$ cat src/rtl/pps_pkg.sv
// Shared types and codes for the preemptive priority task scheduler.
// No dependencies; imported by the core, the result queue, the top and the checker.
package pps_pkg;

  // input opcodes
  localparam logic OP_ADD  = 1'b0;
  localparam logic OP_TICK = 1'b1;

  // result event codes
  localparam logic [2:0] EV_ADDED     = 3'd0;
  localparam logic [2:0] EV_REJECTED  = 3'd1;
  localparam logic [2:0] EV_STARTED   = 3'd2;
  localparam logic [2:0] EV_PREEMPTED = 3'd3;
  localparam logic [2:0] EV_ENDED     = 3'd4;

  // configuration register map, selected by paddr[2]
  localparam int         CFG_AW      = 3;
  localparam logic       REG_QUANTUM = 1'b0;
  localparam logic       REG_TOTAL   = 1'b1;
  localparam logic [7:0]  QUANTUM_RESET = 8'd5;
  localparam logic [15:0] TOTAL_RESET   = 16'd1;

  // result queue geometry
  localparam int OQ_DEPTH = 4;
  localparam int OQ_AW    = 2;

  typedef struct packed {
    logic [2:0]  res;
    logic [15:0] task_id;
    logic [5:0]  priority_lvl;
    logic [15:0] time_left;
    logic        last;
    logic [9:0]  queued;
    logic [15:0] ended;
    logic        all_done;
  } evt_t;

  // results produced by one item, r0 first
  typedef struct packed {
    logic [1:0] n;
    evt_t       r0;
    evt_t       r1;
  } res_push_t;

endpackage

$ cat src/rtl/pps_outq.sv
// Result queue: four-entry buffer taking up to two results per cycle, one out when not stalled.
// Uses pps_pkg for the result type and queue geometry.
module pps_outq (
  input  logic               clk,
  input  logic               rst,
  input  pps_pkg::res_push_t push,
  output logic               room,
  output logic               out_valid,
  input  logic               out_stall,
  output pps_pkg::evt_t      head_evt
);

  import pps_pkg::*;

  evt_t             slots [OQ_DEPTH];
  logic [OQ_AW-1:0] wr_ptr;
  logic [OQ_AW-1:0] rd_ptr;
  logic [OQ_AW:0]   fill;
  logic             pop;

  assign out_valid = (fill != '0);
  assign pop       = out_valid && !out_stall;
  // an item may need two slots
  assign room      = (fill <= (OQ_AW + 1)'(OQ_DEPTH - 2));
  assign head_evt  = slots[rd_ptr];

  always_ff @(posedge clk) begin
    if (push.n != 2'd0) begin
      slots[wr_ptr] <= push.r0;
    end
    if (push.n == 2'd2) begin
      slots[wr_ptr + 1'b1] <= push.r1;
    end
  end

  always_ff @(posedge clk) begin
    if (rst) begin
      wr_ptr <= '0;
      rd_ptr <= '0;
      fill   <= '0;
    end else begin
      wr_ptr <= wr_ptr + OQ_AW'(push.n);
      if (pop) rd_ptr <= rd_ptr + 1'b1;
      fill <= fill + (OQ_AW + 1)'(push.n) - (OQ_AW + 1)'(pop);
    end
  end

endmodule

$ cat config.mk
export PLATFORM = sky130hd
export DESIGN_NAME = pps_outq
export DESIGN_NICKNAME = d
export VERILOG_FILES = /design/src/rtl/pps_pkg.sv /design/src/rtl/pps_outq.sv
export SDC_FILE = /design/constraint.sdc
export NUM_CORES = 1
export LEC_CHECK = 0
export ABC_AREA = 1
export ABC_CLOCK_PERIOD_IN_PS = 9250
export BUFFER_PORTS_ARGS = -buffer_cell sky130_fd_sc_hd__buf_2
export CORE_MARGIN = 2
export CORE_UTILIZATION = 57
export DETAILED_ROUTE_END_ITERATION = 16
export PLACE_DENSITY = 0.77
export RECOVER_POWER = 25
export SETUP_SLACK_MARGIN = 0.3
export SYNTH_ARGS = -nofsm -noshare
export SYNTH_HDL_FRONTEND = slang
export SYNTH_SLANG_ARGS = --single-unit
$ cat constraint.sdc
create_clock -name clk -period 9.25 [get_ports clk]
set_input_delay 0.925 -clock clk [delete_from_list [all_inputs] [get_ports clk]]
set_output_delay 0.925 -clock clk [all_outputs]
set_load 0.01 [all_outputs]
After elaboration in Yosys (flattened, before gate mapping). Memories as Yosys holds them, arrays and structs flattened. A register that Yosys moved wholly into a read port is not among the register bits. Index checks and enable logic that the tools add are counted.

Flip-flop bits (word level): 7. Bits in writable memories: 276. Bits of input ports: 143. Output and inout bits: 71. Memories: 1.

Add/sub/neg operators: 5. Order comparisons: 1. Equal/unequal tests: 1. Mux-type cells: 6. Reductions and logical operators: 4.

Memory list: slots (words 4, bits a word 69, rd ports 1, clocked after memory_dff 1, wr ports 2, line pps_outq.sv:15) `evt_t slots [OQ_DEPTH];`.

Operator list (number): $add A2 B1 Y2 const B (2); $mux W1 (4); $mux W2 (2); $add A3 B2 Y3 (1); $le A3 B2 Y1 const B (1); $reduce_bool A3 Y1 (1); $sub A3 B1 Y3 (1); $add A2 B2 Y2 (1); $eq A2 B2 Y1 const B (1); $reduce_bool A2 Y1 (1); $logic_and A1 B1 Y1 (1); $logic_not A1 Y1 (1).

Longest topological paths before layout. Gate-level depths: netlist of the first run.

Word-level depth: 4. Mapped depth: 10.

Worst setup path before layout of the first run. OpenSTA, ideal clock, no wires.

Path type: input -> register. Start point: input push[138] (netlist bit). End point: memory slots[3][0] (netlist bit) (enable). Setup time: 0.598 ns. Data arrival time: 6.059 ns. Slack: 2.593 ns. Stages: 2. Cell sequence: nor2_1 > o31ai_1.

RTL lines: start: declaration (line pps_outq.sv:6) `input pps_pkg::res_push_t push,`; end: declaration (line pps_outq.sv:15).

==> results of run 1 <==
[power breakdown]
part	internal (mW)	switching (mW)	total [mW]
Clock	0.713	0.477	1.19
Combinational	0.278	0.576	0.854
Sequential	1.57	0.0519	1.62
[through the flow]
step	util, %	power (mW)	cells	hold WS [ps]	instance area, µm²
after CTS	66.7	3.68	1912	489	15700
final	66.5	3.67	1919	484	15600
after global placement	62.6	2.48	1860	466	14700
after global routing	66.4	3.83	1916	531	15600
after detailed placement	62.6	2.50	1860	476	14700
after floorplan	-	2.18	1423	448	13700
[state kept, by name (all words and copies together), names as in the netlist, named ones only]
signal / count
fill: 3
wr_ptr: 2
rd_ptr: 2
slots: 276
[logic make-up (layout without fill, tap and decap cells)]
group,after synthesis,in the layout
buffers and inverters,191,361
AO/OA/AOI/OAI,490,490
adder cells (fa/ha/maj),5,5
other,0,7
AND/OR/NAND/NOR,452,452
flip-flops,285,285
[worst paths after layout]
check | startpoint | cells after the start | endpoint
worst max register to register | wr_ptr[1] | 5 | slots[3][15]
worst max-delay path | push[138] | 5 | slots[3][15]
worst min-delay path | rd_ptr[0] | 2 | rd_ptr[0]
worst min register to register | rd_ptr[0] | 2 | rd_ptr[0]
[layer usage]
layer | vias up | track usage, % | wire (µm)
li1 | 5268 | - | -
met4 | 6 | 8.97 | 814
met5 | - | 0 | 44
met2 | 485 | 44.3 | 16400
met3 | 66 | 5.16 | 2840
met1 | 5057 | 34.7 | 13700
[worst reg2reg max path: cells and delay by family (launching register included)]
kind                   cells  cell delay [ps]
flip-flops                 1              370
AO/OA/AOI/OAI              1              500
AND/OR/NAND/NOR            2              780
buffers and inverters      2             3520
[placed cells by master (no fill, tap or decap), types with 2 or more instances in the layout]
master	netlist	final
sky130_fd_sc_hd__ha_1	4	4
sky130_fd_sc_hd__inv_2	4	3
sky130_fd_sc_hd__o22ai_1	69	69
sky130_fd_sc_hd__clkbuf_16	0	29
sky130_fd_sc_hd__clkinv_2	0	5
sky130_fd_sc_hd__o21ai_0	300	352
sky130_fd_sc_hd__buf_4	2	7
sky130_fd_sc_hd__clkinv_1	0	4
sky130_fd_sc_hd__nand2_4	0	3
sky130_fd_sc_hd__o21ai_1	114	62
sky130_fd_sc_hd__clkinv_4	0	2
sky130_fd_sc_hd__nand2_1	294	291
sky130_fd_sc_hd__bufinv_16	0	5
sky130_fd_sc_hd__nand3_1	3	4
sky130_fd_sc_hd__dfxtp_1	9	7
sky130_fd_sc_hd__buf_2	52	210
sky130_fd_sc_hd__clkbuf_1	33	11
sky130_fd_sc_hd__inv_1	83	83
sky130_fd_sc_hd__edfxtp_1	276	276
sky130_fd_sc_hd__nor2_1	150	151
sky130_fd_sc_hd__nor2_2	2	2
sky130_fd_sc_hd__a21oi_1	6	6
sky130_fd_sc_hd__diode_2	0	7
[final cells by class]
cell class / count / area (µm²)
Antenna cell: 7 / 17.5
Clock buffer: 35 / 748
Clock inverter: 17 / 215
Fill cell: 1858 / 7900
Inverter: 87 / 329
Multi-Input combinational cell: 947 / 4340
Sequential cell: 285 / 8470
Tap cell: 319 / 399
Timing Repair Buffer: 222 / 1120
==> impl_metrics.py, run 1 <==
metrics = {
    "outcome": {
        "outcome": "finished, violations left",
        "violations": "capacitance limit, slew limit",
    },
    "cts": {
        "cts.repair_timing.setup_buffer_count": 0,
        "tritoncts": "done",
        "cts_hold_buf": 0,
        "worst_skew_pair.late_latency_ps": 550,
        "clk_pin_slew_ps": 60,
        "cts.sinks": 285,
        "cts_resized": 0,
        "max-clock-path-buffers": 3,
        "cts_made_buffers": 29,
        "cts_htree_levels": 1,
        "clock_tree.root_cell": "sky130_fd_sc_hd__clkbuf_16",
    },
    "floorplan": {
        "chipWidth_um": 159,
        "start_util_pct": 58.2,
        "die_h_um": 159,
        "dieArea_um2": 25300,
        "placeableCoreArea_um2": 23500,
        "core.rowCount": 56,
        "io_count": 214,
    },
    "power": {
        "cellPowerDensity_nw_per_um2": 234,
        "leakage_component_of_the_power_nw": 6.51,
        "ir_drop_mv": 0.203,
    },
    "synth": {
        "syn_nets": 1571,
        "netlist_instances": 1423,
        "synthMuxAreaShare_pct": 0,
        "async_reset_ff_share_pct": 0,
        "synth.yosys.seq_area_share_pct": 61.8,
        "post_synth_num_cell_types": 23,
        "yosys.area_share.simple_pct": 12.6,
        "synth-compound-area-share_pct": 18.5,
        "post_synth_fa_ha_maj_area_fraction_pct": 0.511,
        "main_combinational_cell_family_by_area_after_synthesis": "compound AO/OA/AOI/OAI gates",
        "synth.cells.most_frequent": "sky130_fd_sc_hd__o21ai_0 (300), sky130_fd_sc_hd__nand2_1 (294), sky130_fd_sc_hd__edfxtp_1 (276), sky130_fd_sc_hd__nor2_1 (150), sky130_fd_sc_hd__o21ai_1 (114)",
        "top_flip_flop_cell_by_instance_count_after_synthesis": "sky130_fd_sc_hd__edfxtp_1",
        "synth_enable_flop_cells": 276,
        "synth_xor_area_share_pct": 0,
        "cell_types_with_the_largest_area_share_after_synthesis": "sky130_fd_sc_hd__edfxtp_1 (60%), sky130_fd_sc_hd__o21ai_0 (11%), sky130_fd_sc_hd__nand2_1 (8.1%)",
        "synth_area_um2": 13700,
        "yosysMostFrequentCell": "sky130_fd_sc_hd__o21ai_0",
        "yosys.area.top_type": "sky130_fd_sc_hd__edfxtp_1",
        "synth.ff_latch_count": 285,
        "mean_instance_size_in_the_synthesized_netlist_um2": 9.63,
        "synthDominantCellAreaShare_pct": 60.5,
        "synth_warnings": 0,
    },
    "timing": {
        "min_period_ps": 5790,
        "setup-violations-final": 0,
        "rsz_0062_raised_after_global_routing": "false",
        "timing.clock.skew_ps": 17.5,
        "final-max-slew-violation-count": 388,
        "final-hold-violation-count": 0,
        "final_critical_path_setup_slack_ps": 3460,
        "max_slew.worst_pin.slew_ps": 4790,
        "fmaxAchievable_mhz": 173,
        "maxSlewHeadroom_pct": -220,
        "layout_worst_path_cycle_share_pct": 62.5,
        "tns_ps": 0,
    },
    "setup_path": {
        "family_with_the_most_delay_on_the_worst_path": "buffers and inverters",
        "path_buf_inv": 2,
        "crit_path_cell_trace": "clkbuf_1 -> nor2_1 -> nand2_1 -> clkbuf_1 -> o21ai_0",
        "crit_path_required_time_ps": 9340,
        "timing.critical_path.mode_cell": "sky130_fd_sc_hd__clkbuf_1",
        "critical_path_arrival_ps": 5880,
        "cpMaxStageDelayCell": "sky130_fd_sc_hd__clkbuf_1",
        "highest_fanout_seen_on_the_critical_path": 108,
        "worst-setup-path-type": "primary input to register",
        "flop2flop_setup_slack_ps": 3660,
        "critical_path_capture_point_type": "register",
        "worst_path_largest_cell_delay_ps": 3400,
        "startpoint_type": "primary input",
    },
    "drt": {
        "drt_drc_violations_left": 0,
        "drt-total-wl_um": 33900,
        "drt_first_iter_violations": 1131,
        "vias_per_inst": 5.67,
        "antenna_left": 0,
        "detailroute.via_count": 10900,
        "drt_pre_antenna_iters": 5,
        "wire_per_inst_um": 17.6,
    },
    "place": {
        "pre_cts_slack_ps": 5670,
        "numPortBuffers": 213,
        "hpwlAfterDp_um": 18600,
        "gp_routability_congestion": 0.816,
    },
    "global_routing": {
        "first_global_vias": 10700,
        "grt_pass1_wl_um": 54100,
        "grt_antenna_before_repair": 10,
        "global_route.overflow_total": 0,
        "largest_net_degree_at_the_start_of_global_routing": 109,
        "globalRouteTotalUtil_pct": 26.4,
    },
    "finish": {
        "synthToLayoutAreaGrowth_pct": 14.2,
        "drive_above_1_share_pct": 17.0,
        "layout.nets": 1720,
    },
    "flow_run": {
        "max_cap_violations": 6,
    },
    "worst_hold_path": {
        "min_path_type": "register to register",
    },
}
No activity file was read; power rests on OpenSTA's default activity.
==> run 2: changes to the inputs <==
ABC_CLOCK_PERIOD_IN_PS = 5010   (was 9250)
CORE_UTILIZATION = 52   (was 57)
PLACE_DENSITY = 0.74   (was 0.77)
clock period = 5.01 ns   (was 9.25 ns; I/O delays follow)
==> run 2 against run 1 <==
  * Clock-buffer cell count fell by 5
  * The run still ends with capacitance limit, slew limit left
  * Routed wire length rose by 2.3%
  * Global-route usage fell by 1.9 points
  * Clock power rose by 84%
  * Largest power group unchanged
  * Largest cell class unchanged
==> impl_metrics.py, run 2 (synthesis gave the netlist of run 1 again) <==
metrics = {
    "outcome": {
        "outcome": "finished, violations left",
        "violations": "capacitance limit, slew limit",
    },
    "power": {
        "p_sw_mw": 2.06,
        "report.power.total_mw": 6.78,
        "pwr-share-seq_pct": 44.5,
        "internal_power_mw": 4.72,
        "share_comb_of_total_power_pct": 23.1,
        "cellPowerDensity_nw_per_um2": 431,
        "swShare_pct": 30.4,
        "ir_drop_mv": 0.236,
        "leakage_component_of_the_power_nw": 6.53,
        "clock_power_share_pct": 32.4,
    },
    "timing": {
        "rsz_0062_raised_after_global_routing": "false",
        "fmaxAchievable_mhz": 246,
        "final-max-slew-violation-count": 109,
        "maxSlewHeadroom_pct": -62.6,
        "setup-violations-final": 0,
        "final-hold-violation-count": 0,
        "tns_ps": 0,
        "min_period_ps": 4060,
        "timing.clock.skew_ps": 7.51,
        "final_critical_path_setup_slack_ps": 945,
        "layout_worst_path_cycle_share_pct": 81.1,
        "max_slew.worst_pin.slew_ps": 2430,
    },
    "place": {
        "numPortBuffers": 213,
        "gp_routability_congestion": 0.781,
        "pre_cts_slack_ps": 1880,
        "placed_cells_incl_taps": 1878,
        "hpwlAfterDp_um": 19800,
    },
    "cts": {
        "clk_pin_slew_ps": 60,
        "cts_htree_levels": 1,
        "cts.repair_timing.setup_buffer_count": 0,
        "cts.sinks": 285,
        "clock_tree.root_cell": "sky130_fd_sc_hd__clkbuf_16",
        "cts_made_buffers": 29,
        "cts_resized": 0,
        "tritoncts": "done",
        "cts_hold_buf": 0,
        "max-clock-path-buffers": 3,
        "worst_skew_pair.late_latency_ps": 540,
    },
    "floorplan": {
        "start_util_pct": 52.7,
        "io_count": 214,
        "core.rowCount": 59,
        "dieArea_um2": 27700,
        "die_h_um": 166,
        "placeableCoreArea_um2": 26000,
        "chipWidth_um": 166,
    },
    "setup_path": {
        "worst_path_largest_cell_delay_ps": 1920,
        "startpoint_type": "register",
        "crit_path_required_time_ps": 5200,
        "timing.critical_path.mode_cell": "sky130_fd_sc_hd__nand2_1",
        "crit_path_cell_trace": "inv_1 -> nor2_1 -> nand2_1 -> nand2_1 -> buf_4",
        "worst-setup-path-type": "register to register",
        "critical_path_capture_point_type": "register",
        "r2r.worst_path.cells": 5,
        "critical_path_arrival_ps": 4260,
        "highest_fanout_seen_on_the_critical_path": 47,
        "cpMaxStageDelayCell": "sky130_fd_sc_hd__nand2_1",
    },
    "drt": {
        "antenna_left": 0,
        "drt_drc_violations_left": 0,
        "vias_per_inst": 5.65,
        "drt-total-wl_um": 34600,
        "wire_per_inst_um": 17.9,
        "drt_pre_antenna_iters": 6,
        "detailroute.via_count": 10900,
        "drt_first_iter_violations": 1180,
    },
    "finish": {
        "drive_above_1_share_pct": 17.1,
        "seq_area_um2": 8470,
        "largest_registers": "slots (276), fill (3)",
        "synthToLayoutAreaGrowth_pct": 14.6,
        "postLayoutCoreUtil_pct": 60.4,
        "multiInputGateArea_um2": 4360,
        "layout.nets": 1722,
        "largest_register": "slots",
        "fill_cells": 2169,
        "layout_common_cells": "sky130_fd_sc_hd__o21ai_0 (329), sky130_fd_sc_hd__nand2_1 (292), sky130_fd_sc_hd__edfxtp_1 (276)",
        "final_cells": 1937,
        "most_common_library_cell_in_the_layout_ignoring_fill_and_taps": "sky130_fd_sc_hd__o21ai_0",
        "flip_flop_count_of_the_largest_register_all_copies_and_words_added": 276,
    },
    "global_routing": {
        "largest_net_degree_at_the_start_of_global_routing": 119,
        "first_global_vias": 10700,
        "grt_antenna_before_repair": 8,
        "grt_pass1_wl_um": 54700,
        "globalRouteTotalUtil_pct": 24.5,
        "global_route.overflow_total": 0,
    },
    "flow_run": {
        "max_cap_violations": 2,
    },
    "worst_hold_path": {
        "worst_hold_path_cell_count": 2,
        "min_path_type": "primary input to register",
    },
}
[run 2: cell types whose count changed in the layout (fill, tap and decap cells not counted), sizes merged]
cell and delta:
buf +5, clkbuf -8, clkinv +5
[run 2: final timing paths]
path | startpoint | endpoint | slack, ps
worst min-delay path | rst | fill[0] | 170
worst max register to register | wr_ptr[0] | slots[2][39] | 950
worst max-delay path | wr_ptr[0] | slots[2][39] | 950
worst min register to register | rd_ptr[0] | rd_ptr[0] | 520
[run 2: cell type report]
cell class	instances	area share [%]
Tap cell	335	2.67
Clock inverter	22	1.45
Antenna cell	7	0.112
Timing Repair Buffer	224	7.30
Sequential cell	285	53.9
Multi-Input combinational cell	947	27.8
Inverter	87	2.10
Clock buffer	30	4.64
[run 2: per-layer routing]
| metal | part of all wire (%) | track usage (%) | vias up |
|---|---|---|---|
| met3 | 8.6 | 4.77 | 51 |
| met1 | 40 | 32.4 | 5152 |
| met4 | 2.0 | 7.20 | 2 |
| met5 | 0.020 | 0 | - |
| met2 | 50 | 41.5 | 460 |
| li1 | - | - | 5284 |
[run 2: stage by stage]
stage	instance area, µm²	hold slack, ps
after global routing	15700	173
after CTS	15700	165
after global placement	14800	462
after floorplan	13700	448
after detailed placement	14800	483
final	15700	175
[run 2: power by group through the flow]
stage	clock [mW]	sequential (mW)	combinational, mW
3_3_place_gp	0	3.05	1.54
5_1_grt	2.31	3.04	1.75
3_5_place_dp	0	3.06	1.58
2_1_floorplan	0	3.00	1.02
6_report	2.19	3.01	1.57
4_1_cts	2.21	3.01	1.59
[run 2: worst max-delay path: cells and delay by family, from the launching register on]
family / cells / cell delay (ps)
buf+inv: 2 / 710
flops: 1 / 450
simple gates: 3 / 2540
