$ cat config.mk
export PLATFORM = sky130hd
export DESIGN_NAME = pps_core
export DESIGN_NICKNAME = d
export VERILOG_FILES = /design/src/rtl/pps_pkg.sv /design/src/rtl/pps_core.sv
export SDC_FILE = /design/constraint.sdc
export NUM_CORES = 2
export LEC_CHECK = 0
export ABC_AREA = 1
export BUFFER_PORTS_ARGS = -buffer_cell sky130_fd_sc_hd__buf_2
export CORE_ASPECT_RATIO = 1.5
export CORE_MARGIN = 8
export CORE_UTILIZATION = 40
export DETAILED_ROUTE_END_ITERATION = 6
export GPL_TIMING_DRIVEN = 0
export PLACE_DENSITY = 0.55
export SETUP_SLACK_MARGIN = 0.5
export SLEW_MARGIN = 20
export SYNTH_ARGS = -nofsm -noshare
export SYNTH_HDL_FRONTEND = slang
export SYNTH_SLANG_ARGS = --single-unit
$ cat constraint.sdc
create_clock -name clk -period 10.3 [get_ports clk]
set_clock_uncertainty 0.15 [all_clocks]
set_input_delay 0.515 -clock clk [delete_from_list [all_inputs] [get_ports clk]]
set_output_delay 0.515 -clock clk [all_outputs]
set_load 0.02 [all_outputs]
$ cat src/rtl/pps_pkg.sv
// Shared types and codes for the preemptive priority task scheduler.
// No dependencies; imported by the core, the result queue, the top and the checker.
package pps_pkg;

  // input opcodes
  localparam logic OP_ADD  = 1'b0;
  localparam logic OP_TICK = 1'b1;

  // result event codes
  localparam logic [2:0] EV_ADDED     = 3'd0;
  localparam logic [2:0] EV_REJECTED  = 3'd1;
  localparam logic [2:0] EV_STARTED   = 3'd2;
  localparam logic [2:0] EV_PREEMPTED = 3'd3;
  localparam logic [2:0] EV_ENDED     = 3'd4;

  // configuration register map, selected by paddr[2]
  localparam int         CFG_AW      = 3;
  localparam logic       REG_QUANTUM = 1'b0;
  localparam logic       REG_TOTAL   = 1'b1;
  localparam logic [7:0]  QUANTUM_RESET = 8'd5;
  localparam logic [15:0] TOTAL_RESET   = 16'd1;

  // result queue geometry
  localparam int OQ_DEPTH = 4;
  localparam int OQ_AW    = 2;

  typedef struct packed {
    logic [2:0]  res;
    logic [15:0] task_id;
    logic [5:0]  priority_lvl;
    logic [15:0] time_left;
    logic        last;
    logic [9:0]  queued;
    logic [15:0] ended;
    logic        all_done;
  } evt_t;

  // results produced by one item, r0 first
  typedef struct packed {
    logic [1:0] n;
    evt_t       r0;
    evt_t       r1;
  } res_push_t;

endpackage

$ cat src/rtl/pps_core.sv
// Scheduler core: input register, per-level FIFO pointers, running task and counters.
// Uses pps_pkg; drives the task store ports and pushes results to the result queue.
module pps_core #(
  parameter int PRIORITY_LEVELS = 32,
  parameter int QUEUE_DEPTH = 16,
  localparam int AW = $clog2(PRIORITY_LEVELS * QUEUE_DEPTH)
) (
  input  logic                clk,
  input  logic                rst,
  input  logic                in_valid,
  output logic                in_stall,
  input  logic                opcode,
  input  logic [15:0]         task_id,
  input  logic [15:0]         task_duration,
  input  logic [5:0]          task_priority,
  input  logic [7:0]          quantum_len,
  input  logic [15:0]         total_tasks,
  input  logic                room,
  input  logic [31:0]         head_data,
  output logic                we,
  output logic [AW-1:0]       waddr,
  output logic [31:0]         wdata,
  output logic [AW-1:0]       raddr,
  output pps_pkg::res_push_t  push
);

  import pps_pkg::*;

  localparam int LW = (PRIORITY_LEVELS > 1) ? $clog2(PRIORITY_LEVELS) : 1;
  localparam int HW = $clog2(QUEUE_DEPTH);
  localparam int CW = $clog2(QUEUE_DEPTH + 1);
  localparam int SW = CW + 1;
  localparam int QW = $clog2(PRIORITY_LEVELS * QUEUE_DEPTH + 1);

  // input register
  logic        item_valid;
  logic        item_op;
  logic [15:0] item_id;
  logic [15:0] item_dur;
  logic [5:0]  item_pri;
  logic        go;

  // FIFO pointers
  logic [HW-1:0] head [PRIORITY_LEVELS];
  logic [HW-1:0] head_next [PRIORITY_LEVELS];
  logic [CW-1:0] count [PRIORITY_LEVELS];
  logic [CW-1:0] count_next [PRIORITY_LEVELS];
  logic [PRIORITY_LEVELS-1:0] mask_cur;
  logic [PRIORITY_LEVELS-1:0] mask_next;
  logic [LW-1:0] best_cur;
  logic [LW-1:0] best_next;

  // running task and counters
  logic          run_valid, run_valid_next;
  logic [15:0]   run_id, run_id_next;
  logic [15:0]   run_left, run_left_next;
  logic [LW-1:0] run_pri, run_pri_next;
  logic [QW-1:0] queued, queued_next, queued_pop;
  logic [15:0]   ended, ended_next;

  // per-item working signals
  logic          disp;
  logic          pri_ok;
  logic [LW-1:0] lvl_add;
  logic          cur_valid;
  logic [15:0]   cur_id;
  logic [15:0]   cur_left;
  logic [LW-1:0] cur_pri;
  logic [15:0]   left_sub;
  logic          urgent;
  logic          push_en;
  logic [LW-1:0] push_lvl;
  logic [15:0]   push_id;
  logic [15:0]   push_left;
  logic [SW-1:0] slot_sum;
  logic [HW-1:0] slot;
  logic          a_v, b_v;
  evt_t          ev_a, ev_b;

  function automatic logic [LW-1:0] first_set(input logic [PRIORITY_LEVELS-1:0] m);
    logic [LW-1:0] r;
    r = '0;
    for (int i = PRIORITY_LEVELS - 1; i >= 0; i--) begin
      if (m[i]) r = LW'(i);
    end
    return r;
  endfunction

  assign go       = item_valid && room;
  assign in_stall = item_valid && !room;

  always_ff @(posedge clk) begin
    if (rst) begin
      item_valid <= 1'b0;
    end else if (in_valid && !in_stall) begin
      item_valid <= 1'b1;
    end else if (go) begin
      item_valid <= 1'b0;
    end
  end

  always_ff @(posedge clk) begin
    if (in_valid && !in_stall) begin
      item_op  <= opcode;
      item_id  <= task_id;
      item_dur <= task_duration;
      item_pri <= task_priority;
    end
  end

  always_comb begin
    for (int i = 0; i < PRIORITY_LEVELS; i++) begin
      mask_cur[i]  = (count[i] != '0);
      mask_next[i] = (count_next[i] != '0);
    end
  end

  assign best_cur  = first_set(mask_cur);
  assign best_next = first_set(mask_next);

  always_comb begin
    head_next      = head;
    count_next     = count;
    run_valid_next = run_valid;
    run_id_next    = run_id;
    run_left_next  = run_left;
    run_pri_next   = run_pri;
    queued_next    = queued;
    queued_pop     = queued;
    ended_next     = ended;
    disp           = 1'b0;
    pri_ok         = 1'b0;
    lvl_add        = '0;
    cur_valid      = run_valid;
    cur_id         = run_id;
    cur_left       = run_left;
    cur_pri        = run_pri;
    left_sub       = '0;
    urgent         = 1'b0;
    push_en        = 1'b0;
    push_lvl       = '0;
    push_id        = item_id;
    push_left      = item_dur;
    slot_sum       = '0;
    slot           = '0;
    a_v            = 1'b0;
    b_v            = 1'b0;
    ev_a           = '0;
    ev_b           = '0;
    if (go) begin
      if (item_op == OP_ADD) begin
        pri_ok = (item_pri != '0) && (7'(item_pri) <= 7'(PRIORITY_LEVELS));
        if (pri_ok) lvl_add = LW'(item_pri - 6'd1);
        push_en  = pri_ok && (item_dur != '0) && (count[lvl_add] != CW'(QUEUE_DEPTH));
        push_lvl = lvl_add;
        a_v      = 1'b1;
        ev_a.res          = push_en ? EV_ADDED : EV_REJECTED;
        ev_a.task_id      = item_id;
        ev_a.priority_lvl = item_pri;
        ev_a.time_left    = item_dur;
      end else begin
        // dispatch from the prefetched head of the most urgent level
        disp = !run_valid && (mask_cur != '0);
        if (disp) begin
          head_next[best_cur]  = (head[best_cur] == HW'(QUEUE_DEPTH - 1)) ? '0
                                 : head[best_cur] + 1'b1;
          count_next[best_cur] = count[best_cur] - 1'b1;
          queued_pop           = queued - 1'b1;
          queued_next          = queued_pop;
          cur_valid = 1'b1;
          cur_id    = head_data[31:16];
          cur_left  = head_data[15:0];
          cur_pri   = best_cur;
          a_v       = 1'b1;
          ev_a.res          = EV_STARTED;
          ev_a.task_id      = cur_id;
          ev_a.priority_lvl = 6'(32'(cur_pri) + 32'd1);
          ev_a.time_left    = cur_left;
        end
        if (cur_valid) begin
          run_id_next  = cur_id;
          run_pri_next = cur_pri;
          b_v = 1'b0;
          ev_b.task_id      = cur_id;
          ev_b.priority_lvl = 6'(32'(cur_pri) + 32'd1);
          if (cur_left <= {8'd0, quantum_len}) begin
            run_valid_next = 1'b0;
            run_left_next  = '0;
            if (ended != 16'hFFFF) ended_next = ended + 16'd1;
            b_v            = 1'b1;
            ev_b.res       = EV_ENDED;
            ev_b.time_left = '0;
          end else begin
            left_sub       = cur_left - {8'd0, quantum_len};
            run_valid_next = 1'b1;
            run_left_next  = left_sub;
            for (int i = 0; i < PRIORITY_LEVELS; i++) begin
              if ((count_next[i] != '0) && (LW'(i) < cur_pri)) urgent = 1'b1;
            end
            // move back to the tail unless the own FIFO is full
            if (urgent && (count_next[cur_pri] != CW'(QUEUE_DEPTH))) begin
              push_en        = 1'b1;
              push_lvl       = cur_pri;
              push_id        = cur_id;
              push_left      = left_sub;
              run_valid_next = 1'b0;
              b_v            = 1'b1;
              ev_b.res       = EV_PREEMPTED;
              ev_b.time_left = left_sub;
            end
          end
        end
      end
      if (push_en) begin
        slot_sum = SW'(head_next[push_lvl]) + SW'(count_next[push_lvl]);
        slot     = (slot_sum >= SW'(QUEUE_DEPTH)) ? HW'(slot_sum - SW'(QUEUE_DEPTH))
                   : HW'(slot_sum);
        count_next[push_lvl] = count_next[push_lvl] + 1'b1;
        queued_next          = queued_next + 1'b1;
      end
    end
    ev_a.queued   = (item_op == OP_ADD) ? 10'(queued_next) : 10'(queued_pop);
    ev_a.ended    = ended;
    ev_a.all_done = (ended == total_tasks);
    ev_b.queued   = 10'(queued_next);
    ev_b.ended    = ended_next;
    ev_b.all_done = (ended_next == total_tasks);
  end

  assign we    = push_en;
  assign waddr = AW'(AW'(push_lvl) * AW'(QUEUE_DEPTH) + AW'(slot));
  assign wdata = {push_id, push_left};
  // prefetch the head of the level that will be most urgent after this cycle
  assign raddr = AW'(AW'(best_next) * AW'(QUEUE_DEPTH) + AW'(head_next[best_next]));

  always_comb begin
    push = '0;
    if (a_v && b_v) begin
      push.n  = 2'd2;
      push.r0 = ev_a;
      push.r1 = ev_b;
      push.r1.last = 1'b1;
    end else if (a_v || b_v) begin
      push.n  = 2'd1;
      push.r0 = a_v ? ev_a : ev_b;
      push.r0.last = 1'b1;
    end
  end

  always_ff @(posedge clk) begin
    if (rst) begin
      for (int i = 0; i < PRIORITY_LEVELS; i++) begin
        head[i]  <= '0;
        count[i] <= '0;
      end
      run_valid <= 1'b0;
      run_id    <= '0;
      run_left  <= '0;
      run_pri   <= '0;
      queued    <= '0;
      ended     <= '0;
    end else begin
      head      <= head_next;
      count     <= count_next;
      run_valid <= run_valid_next;
      run_id    <= run_id_next;
      run_left  <= run_left_next;
      run_pri   <= run_pri_next;
      queued    <= queued_next;
      ended     <= ended_next;
    end
  end

endmodule

==> impl_results.rst, run 1 <==
.. list-table::
   :header-rows: 1

   * - Metric
     - Value
   * - Avg Cell Area, Syn
     - 5.41 um2
   * - First error in the log
     - [ERROR GRT-0116] Global routing finished with congestion. Check the congestion regions in the DRC Viewer.
   * - Count of clock tree sinks
     - 392
   * - Die boundary width
     - 266 um
   * - Max H-tree Level
     - 2
   * - Sequential-to-total area share from yosys stat
     - 22.0%
   * - HPWL after DPL
     - 226,000 um
   * - Wire length of the first global-routing pass
     - 458,000 um
   * - Final GP Congestion
     - 1.21
   * - Leftover overflow at the end of global routing
     - 60
   * - I/O Buffers
     - 289
   * - Placed cell area
     - 40,700 um2
   * - Cts bufs inserted
     - 47
   * - Leading cell types by total area after synthesis
     - sky130_fd_sc_hd__nand2_1, sky130_fd_sc_hd__dfxtp_1, sky130_fd_sc_hd__o21ai_0
   * - Post-Syn Area
     - 37,400 um2
   * - Halt point of the flow
     - global routing (5_1_grt)
   * - Number of buffers between clock root and the deepest sink
     - 3
   * - Share of the synthesized area in the top cell type
     - 20.8%
   * - Syn_nets
     - 7,041
   * - Total of flip-flops plus latches after synthesis
     - 392
   * - Dominant synthesized flop cell
     - sky130_fd_sc_hd__dfxtp_1
   * - Share of synthesized registers carrying an async set or reset
     - 0%
   * - Overall routing resource usage
     - 61.7%
   * - Number of warnings issued by yosys
     - 0
   * - Pin count of the biggest net entering global routing
     - 22
   * - I/O pin count
     - 291
   * - Post-Syn Instances
     - 6,914
   * - Leading area contributor after synthesis
     - sky130_fd_sc_hd__nand2_1
   * - Result of the run
     - stopped before the end
   * - Post-synth cell types
     - 68
   * - Post-synth EDFFs
     - 39
   * - Cell row count
     - 137
   * - Chip height
     - 390 um
   * - Root buffer cell
     - sky130_fd_sc_hd__clkbuf_16
   * - List of most frequent post-synthesis cells
     - sky130_fd_sc_hd__nand2_1, sky130_fd_sc_hd__o21ai_0, sky130_fd_sc_hd__nor2_1
   * - Cell with the most instances after synthesis
     - sky130_fd_sc_hd__nand2_1
   * - Number of global-route vias before repair
     - 56,400
   * - Initial core utilization
     - 40.2%
-- kinds of logic after synthesis --
family,Yosys count,share of synthesized area [%]
compound gates,1523,22.2
simple gates,3710,40.6
buf+inv,1187,12.5
fa+ha+maj,28,0.977
flops,392,22.0
mux,13,0.348
xor+xnor,61,1.43
-- stage by stage --
| step | worst slack [ns] | cells | utilization (%) |
|---|---|---|---|
| floorplan | 0.501 | 6914 | - |
| global placement | -8.41 | 8454 | 43.7 |
| detailed placement | -8.35 | 8459 | 43.8 |
| CTS | -3.06 | 8731 | 50.5 |
-- per-layer routing --
layer	global-route usage, %	overflow
met1	60.5	0
met2	86.0	31
met3	34.0	1
met4	69.1	27
met5	6.43	1
-- what timing repair did --
action / CTS
hold endpoints to repair: 39
setup endpoints to repair: 372
setup buffers: 136
gates cloned: 12
pin swaps: 108
gates resized for setup: 774
hold buffers: 39
==> run 2: changes to the inputs <==
CORE_ASPECT_RATIO = unset   (was 1.5)
CORE_UTILIZATION = 25   (was 40)
PLACE_DENSITY = unset   (was 0.55)
PLACE_DENSITY_LB_ADDON = 0.15   (was unset)
SETUP_SLACK_MARGIN = unset   (was 0.5)
clock period = 13.4 ns   (was 10.3 ns; I/O delays follow)
==> run 2 against run 1 <==
The flow now finishes, with violations (DRC, setup timing). Synthesized area did not move. Synthesized cell count did not move.
==> impl_results.rst, run 2 <==
.. list-table::
   :header-rows: 1

   * - Metric
     - Value
   * - Clock Power Share
     - 10.0%
   * - Kind of cell adding the most delay to the critical path
     - simple AND/OR/NAND/NOR gates
   * - Cell area power density
     - 325 nW/um2
   * - Register with the highest flop count
     - count
   * - Max Transition Viols Final
     - 0
   * - Maxcap violations
     - 0
   * - Synth-to-Final Area Change
     - 30.2%
   * - Cell row count
     - 142 (+3.6%)
   * - Highest ir drop seen on vdd
     - 0.479 mV
   * - Largest family of logic cells by synthesized area
     - simple AND/OR/NAND/NOR gates
   * - Count of endpoints failing setup in the final report
     - 4
   * - Dominant synthesized flop cell
     - sky130_fd_sc_hd__dfxtp_1
   * - Critical path type
     - flip-flop to output pin
   * - Failing checks
     - DRC, setup timing
   * - Worst skew pair latency
     - 0.71 ns
   * - NumNets Final
     - 7,594
   * - Final GP Congestion
     - 1.05 (-13%)
   * - Total of flip-flops plus latches after synthesis
     - 392 (unchanged)
   * - Share of cells above drive strength 1
     - 15.9%
   * - Leading cell types by total area after synthesis
     - sky130_fd_sc_hd__nand2_1, sky130_fd_sc_hd__dfxtp_1, sky130_fd_sc_hd__o21ai_0
   * - Post-Synth Adder-Cell Area
     - 0.977% (unchanged)
   * - Avg Cell Area, Syn
     - 5.41 um2 (unchanged)
   * - Top achievable clock speed
     - 72.4 MHz
   * - Largest registers
     - count (160), head (128)
   * - FF-to-FF setup slack
     - 3.13 ns
   * - FF/Latch Area
     - 8280 um2
   * - Sequential-to-total area share from yosys stat
     - 22.0% (unchanged)
   * - Number of global-route vias before repair
     - 50,000
   * - Cell with the most instances after synthesis
     - sky130_fd_sc_hd__nand2_1
   * - Share of synthesized registers carrying an async set or reset
     - 0% (unchanged)
   * - I/O pin count
     - 291 (unchanged)
   * - Pin count of the biggest net entering global routing
     - 19
   * - Leftover overflow at the end of global routing
     - 0
   * - Commonest non-fill, non-tap cell in the layout
     - sky130_fd_sc_hd__nand2_1
   * - Post-synth EDFFs
     - 39 (unchanged)
   * - Drt drc
     - 6
   * - Switch share
     - 64.7%
   * - Final worst setup slack
     - -0.404 ns
   * - Die boundary width
     - 403 um (+52%)
   * - HPWL after DPL
     - 251,000 um (+11%)
   * - Overall die area
     - 162,000 um2
   * - Kind of end point of the critical path
     - output pin
   * - Multiplexer share of the synthesized area
     - 0.348% (unchanged)
   * - Static Leak
     - 21.2 nW
   * - Leading area contributor after synthesis
     - sky130_fd_sc_hd__nand2_1
   * - Post-Synth Simple-Gate Area
     - 40.6% (unchanged)
   * - CTS tree
     - done
   * - Vias after detailed routing
     - 53,800
   * - Area fraction in compound gates after synthesis
     - 22.2% (unchanged)
   * - Logic gate share of total power
     - 81.9%
   * - Number of violations reported at the end of detailed-routing iteration 0
     - 7,019
   * - Clock-pin slew of the registers on the worst-case setup and hold paths
     - 0.06 ns
   * - Result of the run
     - finished with violations
   * - Biggest cell delay along the critical path
     - 0.80 ns
   * - Internal power contribution
     - 0.00558 W
   * - Cell type with the highest occurrence count on the critical path
     - sky130_fd_sc_hd__nand2_1
   * - Detailed-router iteration count before antenna repair
     - 7
   * - Setup crit start kind
     - flip-flop
   * - Cts bufs inserted
     - 55 (+17%)
   * - Final period utilization
     - 103%
   * - Count of clock tree sinks
     - 392 (unchanged)
   * - Critical path data required time
     - 12.58 ns
   * - Multi-input gate area in the final layout
     - 26,700 um2
   * - Post-Syn Area
     - 37,400 um2 (unchanged)
   * - Flip-flop count of the largest register, all copies and words added
     - 160
   * - Wire length of the first global-routing pass
     - 423,000 um
   * - List of most frequent post-synthesis cells
     - sky130_fd_sc_hd__nand2_1, sky130_fd_sc_hd__o21ai_0, sky130_fd_sc_hd__nor2_1
   * - I/O Buffers
     - 289 (unchanged)
   * - Chip height
     - 403 um (+3.1%)
   * - Commonest non-fill, non-tap cells in the layout
     - sky130_fd_sc_hd__nand2_1, sky130_fd_sc_hd__o21ai_0, sky130_fd_sc_hd__nor2_1
   * - Worst-case headroom to the max-slew limit
     - 16.0%
   * - Fraction of power consumed by sequential logic
     - 8.1%
   * - Number of warnings issued by yosys
     - 0 (unchanged)
   * - Filler instances
     - 17,400
   * - RSZ-0062 raised after global routing
     - true
   * - Xor/xnor share of the synthesized area
     - 1.43% (unchanged)
   * - Bufs and invs on worst path
     - 18
   * - Final wirelength
     - 318,000 um
   * - Sw power
     - 0.0102 W
   * - Via density per instance
     - 5.68
   * - Share of the synthesized area in the top cell type
     - 20.8% (unchanged)
   * - Root buffer cell
     - sky130_fd_sc_hd__clkbuf_16
   * - Crit path DAT
     - 12.98 ns
   * - Slew at the pin with the worst max-slew slack
     - 1.26 ns
   * - Detail-routed net length per standard cell
     - 33.6 um
   * - Initial antenna violation count
     - 28
   * - Overall routing resource usage
     - 37.1%
   * - Share of the core filled with cells
     - 32.6%
   * - Number of buffers between clock root and the deepest sink
     - 3 (unchanged)
   * - Design area
     - 48,700 um2
   * - CP max-delay cell
     - sky130_fd_sc_hd__clkinv_1
   * - Hold WC Path Type
     - input port to flip-flop
   * - Placeable core region
     - 149,000 um2
   * - Syn_nets
     - 7,041 (unchanged)
   * - Final number of hold-violating endpoints
     - 0
   * - Initial core utilization
     - 25.1% (-15 points)
   * - Placed cell area
     - 41,600 um2 (+2.0%)
   * - Post-synth cell types
     - 68 (unchanged)
   * - Max H-tree Level
     - 2 (unchanged)
   * - Number of antenna-violating nets in the routed design
     - 0
   * - CP max FO
     - 11
   * - Final Critical Period
     - 13.80 ns
   * - Post-Syn Instances
     - 6,914 (unchanged)
==> run 2: cell counts after synthesis <==
Identical to the previous run, type by type.
==> run 2: kinds of logic after synthesis <==
group | count (synthesis)
AOI/OAI and AO/OA | 1523
xor gates and xnor gates | 61
muxes | 13
and+or+nand+nor | 3710
adders and majority gates | 28
buffers and inverters | 1187
DFF | 392
==> run 2: through the flow <==
| step | setup TNS, ns | worst slack [ns] | hold WS (ns) | std cells | power [W] |
|---|---|---|---|---|---|
| 2_1_floorplan | 0 | 2.11 | 0.295 | 6914 | 0.00599 |
| 3_3_place_gp | -617.81 | -9.14 | 0.303 | 9147 | 0.0112 |
| 3_5_place_dp | -423.99 | -7.99 | 0.307 | 9155 | 0.0112 |
| 4_1_cts | -0.987 | -0.274 | 0.00319 | 9439 | 0.0148 |
| 5_1_grt | -3.01 | -0.694 | 0.0153 | 9458 | 0.0160 |
| 6_report | -1.36 | -0.404 | 0.0266 | 9466 | 0.0158 |
==> run 2: cell type report <==
class	instances	share of cell area (%)
timing repair buffer	498	7.37
clock buffer	81	3.38
clock inverter	23	0.416
sequential	392	17.0
tap	1944	5.00
multi-input combinational	5335	54.9
buffer	390	5.55
antenna	8	0.0411
inverter	795	6.37
==> run 2: per-layer routing <==
layer	share of wire, %	up-vias	global-route usage (%)	wire length (um)
li1	-	23700	-	-
met1	41	26000	48.1	130000
met2	42	3224	56.0	134000
met3	9.9	839	8.27	31300
met4	7.4	14	22.2	23400
met5	0.031	-	0	100
==> run 2: worst paths after layout <==
path,to,start,cells past startpoint
setup / recovery,raddr[3],count[12],77
hold / removal,item_id[8],task_id[8],1
setup reg to reg,count[154],count[12],65
hold reg to reg,run_id[12],run_id[12],2
==> run 2: power groups by stage <==
| stage | Combinational, W | Sequential (W) | Clock, W |
|---|---|---|---|
| after CTS | 0.0120 | 0.00128 | 0.00158 |
| after detailed placement | 0.00992 | 0.00131 | 0 |
| after floorplan | 0.00470 | 0.00129 | 0 |
| after global placement | 0.00987 | 0.00131 | 0 |
| after global routing | 0.0130 | 0.00129 | 0.00163 |
| final | 0.0129 | 0.00128 | 0.00158 |
==> run 2: repair_timing <==
action,in CTS,in global routing
buffers inserted,140,21
hold buffers,35,0
gates cloned,6,1
hold endpoints to repair,35,0
resized for setup,701,225
pin swaps,127,124
endpoints found under the setup margin,292,13
Power figures use the tool's default switching activity.
